`config.mk`:
```
export PLATFORM = sky130hd
export DESIGN_NAME = hex_color_line_parser
export DESIGN_NICKNAME = d
export VERILOG_FILES = /design/src/rtl/core/hclp_pkg.sv /design/src/rtl/core/hclp_in_stage.sv /design/src/rtl/core/hclp_core.sv /design/src/rtl/core/hex_color_line_parser.sv
export SDC_FILE = /design/constraint.sdc
export NUM_CORES = 1
export LEC_CHECK = 0
export BUFFER_PORTS_ARGS = -buffer_cell sky130_fd_sc_hd__buf_2
export CORE_ASPECT_RATIO = 1.4
export CORE_UTILIZATION = 55
export CTS_CLUSTER_SIZE = 28
export DETAILED_ROUTE_END_ITERATION = 12
export GPL_ROUTABILITY_DRIVEN = 0
export GPL_TIMING_DRIVEN = 0
export PLACE_DENSITY = 0.77
export SETUP_SLACK_MARGIN = 0.5
export SYNTH_ARGS = -nofsm -noshare
export SYNTH_HDL_FRONTEND = slang
export SYNTH_SLANG_ARGS = --single-unit
```
`constraint.sdc`:
```
create_clock -name i_clk -period 3 [get_ports i_clk]
set_clock_uncertainty 0.2 [all_clocks]
set_input_delay 0.45 -clock i_clk [delete_from_list [all_inputs] [get_ports i_clk]]
set_output_delay 0.45 -clock i_clk [all_outputs]
set_load 0.05 [all_outputs]
```
`src/rtl/core/hclp_pkg.sv`:
```
`timescale 1ns / 1ps

package hclp_pkg;

    // Default line capacity in characters, carriage return included
    localparam int BufferCharsDef = 32;

    // Character codes
    localparam logic [7:0] CharCr   = 8'd13;
    localparam logic [7:0] CharHash = 8'h23;
    localparam logic [7:0] CharNul  = 8'h00;
    localparam logic [7:0] Char0    = 8'h30;
    localparam logic [7:0] Char9    = 8'h39;
    localparam logic [7:0] CharUA   = 8'h41;
    localparam logic [7:0] CharUF   = 8'h46;
    localparam logic [7:0] CharLa   = 8'h61;
    localparam logic [7:0] CharLf   = 8'h66;

    localparam logic [2:0] DigitsNeeded = 3'd6;
    localparam logic [2:0] DigitsSat    = 3'd7;

    typedef enum logic [1:0] {
        KIND_ECHO   = 2'd0,
        KIND_ACCEPT = 2'd1,
        KIND_REJECT = 2'd2
    } t_kind;

    typedef struct packed {
        t_kind      kind;
        logic [7:0] echo_byte;
        logic [7:0] red;
        logic [7:0] green;
        logic [7:0] blue;
    } t_result;

    // Hex digit decode: bit 4 set when the byte is not a hex digit
    function automatic logic [4:0] hex_nibble(input logic [7:0] ch);
        logic [7:0] d;
        d = 8'd0;
        if (ch >= Char0 && ch <= Char9) begin
            d = ch - Char0;
            return {1'b0, d[3:0]};
        end else if (ch >= CharUA && ch <= CharUF) begin
            d = ch - CharUA + 8'd10;
            return {1'b0, d[3:0]};
        end else if (ch >= CharLa && ch <= CharLf) begin
            d = ch - CharLa + 8'd10;
            return {1'b0, d[3:0]};
        end
        return 5'h10;
    endfunction

endpackage

```
`src/rtl/core/hclp_in_stage.sv`:
```
`timescale 1ns / 1ps

module hclp_in_stage (
    input  logic       i_clk,
    input  logic       i_rst_n,
    input  logic       i_tvalid,
    output logic       o_tready,
    input  logic [7:0] i_tdata,
    input  logic       i_advance,
    output logic       o_valid,
    output logic [7:0] o_byte
);

    logic       r_valid;
    logic [7:0] r_byte;

    // Take a new byte when empty or when the held byte moves on
    assign o_tready = !r_valid || i_advance;

    always_ff @(posedge i_clk) begin
        if (!i_rst_n) begin
            r_valid <= 1'b0;
        end else if (o_tready) begin
            r_valid <= i_tvalid;
        end
    end

    always_ff @(posedge i_clk) begin
        if (o_tready && i_tvalid) begin
            r_byte <= i_tdata;
        end
    end

    assign o_valid = r_valid;
    assign o_byte  = r_byte;

endmodule

```
`src/rtl/core/hclp_core.sv`:
```
`timescale 1ns / 1ps

module hclp_core #(
    parameter int BUFFER_CHARS = hclp_pkg::BufferCharsDef
) (
    input  logic              i_clk,
    input  logic              i_rst_n,
    input  logic              i_step,
    input  logic [7:0]        i_byte,
    output logic              o_res_valid,
    output hclp_pkg::t_result o_res
);
    import hclp_pkg::*;

    localparam int CntW = $clog2(BUFFER_CHARS);
    localparam logic [CntW-1:0] HeldMax = CntW'(BUFFER_CHARS - 1);

    logic [CntW-1:0] r_held;
    logic [2:0]      r_digits;
    logic [23:0]     r_acc;
    logic            r_bad;
    logic            r_ended;

    logic [CntW-1:0] n_held;
    logic [2:0]      n_digits;
    logic [23:0]     n_acc;
    logic            n_bad;
    logic            n_ended;

    logic            is_cr;
    logic            ok;
    logic [4:0]      nib;

    assign is_cr = (i_byte == CharCr);
    assign ok    = !r_bad && (r_digits == DigitsNeeded);
    assign nib   = hex_nibble(i_byte);

    // Judge the line on carriage return, otherwise parse and echo the byte unless the line is full
    always_comb begin
        n_held      = r_held;
        n_digits    = r_digits;
        n_acc       = r_acc;
        n_bad       = r_bad;
        n_ended     = r_ended;
        o_res_valid = 1'b1;
        o_res       = '{kind: KIND_ECHO, echo_byte: i_byte,
                        red: 8'd0, green: 8'd0, blue: 8'd0};
        if (is_cr) begin
            o_res.echo_byte = 8'd0;
            if (ok) begin
                o_res.kind  = KIND_ACCEPT;
                o_res.red   = r_acc[23:16];
                o_res.green = r_acc[15:8];
                o_res.blue  = r_acc[7:0];
            end else begin
                o_res.kind = KIND_REJECT;
            end
            n_held   = '0;
            n_digits = '0;
            n_acc    = '0;
            n_bad    = 1'b0;
            n_ended  = 1'b0;
        end else if (r_held == HeldMax) begin
            // Line full: drop silently
            o_res_valid = 1'b0;
        end else begin
            n_held = r_held + 1'b1;
            priority if (r_ended) begin
                n_ended = 1'b1;
            end else if (i_byte == CharNul) begin
                n_ended = 1'b1;
            end else if (r_held == '0 && i_byte == CharHash) begin
                n_ended = 1'b0;
            end else if (r_digits >= DigitsNeeded) begin
                n_digits = DigitsSat;
            end else if (nib[4]) begin
                n_bad = 1'b1;
            end else begin
                n_acc    = {r_acc[19:0], nib[3:0]};
                n_digits = r_digits + 3'd1;
            end
        end
    end

    // Hold line state
    always_ff @(posedge i_clk) begin
        if (!i_rst_n) begin
            r_held   <= '0;
            r_digits <= '0;
            r_acc    <= '0;
            r_bad    <= 1'b0;
            r_ended  <= 1'b0;
        end else if (i_step) begin
            r_held   <= n_held;
            r_digits <= n_digits;
            r_acc    <= n_acc;
            r_bad    <= n_bad;
            r_ended  <= n_ended;
        end
    end

endmodule

```
`src/rtl/core/hex_color_line_parser.sv`:
```
`timescale 1ns / 1ps

// Hex color line parser. Takes one received byte per transfer on the slave
// side and gives at most one result per byte on the master side: an echo of
// each byte kept on the line, and on carriage return either the accepted
// red, green and blue levels or a rejection. A line is an optional leading
// '#' and exactly six hex digits, with any bytes after a NUL byte ignored;
// bytes past BUFFER_CHARS-1 are dropped without a result. A byte passes an
// input register, combinational parse logic and a result register; a byte can
// be taken every cycle as long as the master side keeps taking results.
module hex_color_line_parser #(
    parameter int BUFFER_CHARS = hclp_pkg::BufferCharsDef
) (
    input  logic        i_clk,
    input  logic        i_rst_n,
    input  logic        i_s_tvalid,
    output logic        o_s_tready,
    input  logic [7:0]  i_s_tdata,   // [7:0] rx_byte
    output logic        o_m_tvalid,
    input  logic        i_m_tready,
    output logic [31:0] o_m_tdata,   // [7:0] echo_byte, [15:8] red,
                                     // [23:16] green, [31:24] blue
    output logic [1:0]  o_m_tuser    // [1:0] result_kind
);
    import hclp_pkg::*;

    logic    in_valid;
    logic [7:0] in_byte;
    logic    advance;
    logic    res_valid;
    t_result res;

    logic    r_out_valid;
    t_result r_out;

    // Move the held byte on when the result register is free or draining
    assign advance = in_valid && (!r_out_valid || i_m_tready);

    hclp_in_stage u_in (
        .i_clk     (i_clk),
        .i_rst_n   (i_rst_n),
        .i_tvalid  (i_s_tvalid),
        .o_tready  (o_s_tready),
        .i_tdata   (i_s_tdata),
        .i_advance (advance),
        .o_valid   (in_valid),
        .o_byte    (in_byte)
    );

    hclp_core #(
        .BUFFER_CHARS (BUFFER_CHARS)
    ) u_core (
        .i_clk       (i_clk),
        .i_rst_n     (i_rst_n),
        .i_step      (advance),
        .i_byte      (in_byte),
        .o_res_valid (res_valid),
        .o_res       (res)
    );

    // Result register
    always_ff @(posedge i_clk) begin
        if (!i_rst_n) begin
            r_out_valid <= 1'b0;
        end else if (advance) begin
            r_out_valid <= res_valid;
        end else if (i_m_tready) begin
            r_out_valid <= 1'b0;
        end
    end

    always_ff @(posedge i_clk) begin
        if (advance) begin
            r_out <= res;
        end
    end

    assign o_m_tvalid = r_out_valid;
    assign o_m_tuser  = r_out.kind;
    assign o_m_tdata  = {r_out.blue, r_out.green, r_out.red, r_out.echo_byte};

endmodule

```
==> run summary <==
Mapped Nets: 269
Via density: 5.36
Status: completed
DRC: 0
Avg Cell Area, Syn: 12.8 sq um
Post-DRT Antenna Nets: 0
Max Cap Violations: 0
# setup viols final: 0
Final worst-path setup slack: 0.603 ns
Top_reg_cell synth: edfxtp_1
RR Startpoint: u_in.o_byte[1]
Path category of the worst min-delay check: in -> reg
Max VDD drop: 0.000461 V
Clock network power share: 35.8%
Hold path startpoint: i_s_tdata[7]
Bufs and invs on worst path: 3
Final Critical Period: 2.40 ns
Share of layout cells above drive strength 1: 29.2%
Hold EP: u_in.o_byte[7]
Leakage: 1.51 nW
Top cell family by delay on the critical path: compound AO/OA/AOI/OAI gates
Ys async rst share: 0%
Clk Latency, worst-skew pair: 0.34 ns
H-tree depth: 3
Placement Rows: 32
Total setup buffers inserted after CTS: 0
Worst Setup SP: u_in.o_byte[1]
Slew Viols, Final: 0
Hold depth: 1
Data arrival, critical path: 2.43 ns
Setup slack, reg-to-reg: 0.60 ns
Vias in the first global route: 1865
Tcrit/Tclk final: 79.9%
CP Capture Type: flip-flop
Port Buffers: 47
Netlist cell types: 50
Cell Chain, Critical Path: inv_1 -> ha_1 -> o21ba_2 -> o211ai_4 -> and2_4 -> and4b_1 -> buf_6 -> buf_8 -> a22o_1
Int Pwr: 1.59 mW
Critical path class: reg -> reg
Combinational share of power: 8.4%
Nets: 328
Cts hold-fix bufs: 0
Total number of yosys warnings: 0
Most common cell in the netlist: edfxtp_1
DIE WIDTH: 66.3 um
Final hold violation count: 0
Critical-path cell with the highest stage delay: edfxtp_1
Yosys top cell by area: edfxtp_1
GRT Total Usage: 18.8%
Die Y: 92.1 um
Seq pwr share: 55.8%
Num CTS Buffers: 9
Via count: 2035
Initial Utilization: 57.2%
Critical Path RT: 3.03 ns
Post-Route WL: 5.12 mm
NetSw: 0.508 mW
Post-synth top area share: 39.6%
Sw Ratio: 24.3%
Initial drt markers: 180
Post-synth EDFFs: 42
Cells after DPL: 363
Setup TNS: 0 ns
RSZ-0062 raised after global routing: no
CTS tree: done
Seq/Total Area, Yosys: 62.2%
PwrDens: 560 nW/um^2
Commonest cells post-synth: edfxtp_1, dfxtp_1, and2_1, a22o_1
FF-to-FF End: u_core.r_acc[13]
Number of fill cells in the layout: 423
DR WL/cell: 13.5 um
Post-Syn Area: 3190 sq um
Sink Count: 78
First-pass GRT wire length: 8.42 mm
Cell count after synthesis: 248
Max FO, Critical Path: 10
IO Pins: 48
Synth-to-Final Area Change: 17.3%
FF-to-FF path depth: 9
Post-place setup slack: 0.480 ns
Initial antenna violation count: 0
Slew HR: 63.4%
First-pass DRT Iterations: 4
CTS max path bufs: 2
Setup crit start kind: flip-flop
Die area: 6100 sq um
CP peak stage delay: 0.37 ns
Pin count of the biggest net entering global routing: 35
Total grt overflow: 0
Root Buffer: clkbuf_8
Post-DP HPWL: 3.59 mm
Total power after layout: 2.09 mW
Core Footprint: 5570 sq um
Seq cells post-synth: 78
Largest cells by area after synthesis: edfxtp_1, dfxtp_1, a22o_1
Clk slew on worst S/H paths: 0.08 ns
Worst Tran Pin Value: 0.543 ns
N_diodes: 0
Post-Layout Cell Count: 380
FMAX: 417 MHz
[power groups by stage]
stage                     logic, mW  registers [mW]  clock network [mW]
after floorplan              0.0664            1.26                   0
after global placement        0.167            1.19                   0
after detailed placement      0.170            1.19                   0
after CTS                     0.171            1.17               0.764
after global routing          0.189            1.17               0.807
final                         0.175            1.17               0.750
[cells by family after synthesis]
| group | Yosys count | share of synthesized area (%) |
|---|---|---|
| adders and majority gates | 9 | 3.54 |
| buffers and inverters | 28 | 5.11 |
| DFF | 78 | 62.2 |
| muxes | 2 | 0.628 |
| xor gates and xnor gates | 3 | 0.825 |
| AOI/OAI and AO/OA | 53 | 13.6 |
| and+or+nand+nor | 75 | 14.1 |
[registers in the layout, summed over array words and instances (netlist names)]
signal	cells
o_m_tdata	32
u_core.r_acc	24
u_in.o_byte	8
u_core.r_held	5
u_core.r_digits	3
o_m_tuser	2
o_m_tvalid	1
u_core.r_bad	1
u_core.r_ended	1
u_in.o_valid	1
[area by class of cell]
| type | instances | area (sq um) | area share [%] |
|---|---|---|---|
| multi-input combinational | 142 | 1050 | 28.1 |
| clock inverter | 6 | 62.6 | 1.67 |
| sequential | 78 | 1980 | 53.0 |
| clock buffer | 10 | 128 | 3.42 |
| buffer | 16 | 120 | 3.22 |
| timing repair buffer | 48 | 263 | 7.03 |
| tap | 68 | 85.1 | 2.28 |
| inverter | 12 | 45.0 | 1.21 |
[cells in the final DEF (no fill, tap or decap), drive strengths merged, types with 2 or more instances in the layout]
cell type / netlist / final
and2: 28 / 28
nand2: 11 / 11
clkinvlp: 0 / 3
a221oi: 2 / 2
xnor2: 3 / 3
o21ai: 6 / 6
clkinv: 0 / 2
a22o: 24 / 24
nor3: 2 / 2
edfxtp: 42 / 42
inv: 12 / 12
nand3: 6 / 6
and4: 2 / 2
nand4: 3 / 3
mux2i: 2 / 2
a21o: 2 / 2
dfxtp: 36 / 36
clkbuf: 7 / 17
o211ai: 3 / 3
nor4: 2 / 2
a22oi: 2 / 2
a21oi: 6 / 6
buf: 8 / 56
nor2: 12 / 12
ha: 9 / 9
[metrics by stage]
step / instance area, sq um / util, % / hold slack [ns]
after floorplan: 3190 / - / 0.240
after global placement: 3510 / 63.0 / 0.255
after detailed placement: 3510 / 63.0 / 0.264
after CTS: 3700 / 66.5 / 0.0669
after global routing: 3740 / 67.1 / 0.0581
final: 3740 / 67.1 / 0.0838
[worst max-delay path by stage]
stage	endpoint	slack, ns	cells past startpoint
3_3_place_gp	u_core.r_acc[14]	0.52	9
3_5_place_dp	u_core.r_acc[4]	0.48	9
6_report	u_core.r_acc[13]	0.60	9
2_1_floorplan	u_core.r_acc[10]	0.76	8
5_1_grt	u_core.r_acc[6]	0.51	9
4_1_cts	o_m_tdata[11]	0.54	6
[timing repair]
| action | CTS | global route |
|---|---|---|
| setup endpoints to repair | 20 | 32 |
| endpoints found under the hold margin | 0 | 0 |
| gates resized for setup | 1 | 5 |
[routing by layer]
metal	wire (um)	part of all wire, %	track usage [%]	up-vias
met3	227	4.4	5.60	13
met4	155	3.0	10.8	0
met1	2140	42	20.9	944
met5	0	0	0	-
li1	-	-	-	1021
met2	2600	51	31.3	57
No activity file was read; power rests on OpenSTA's default activity.
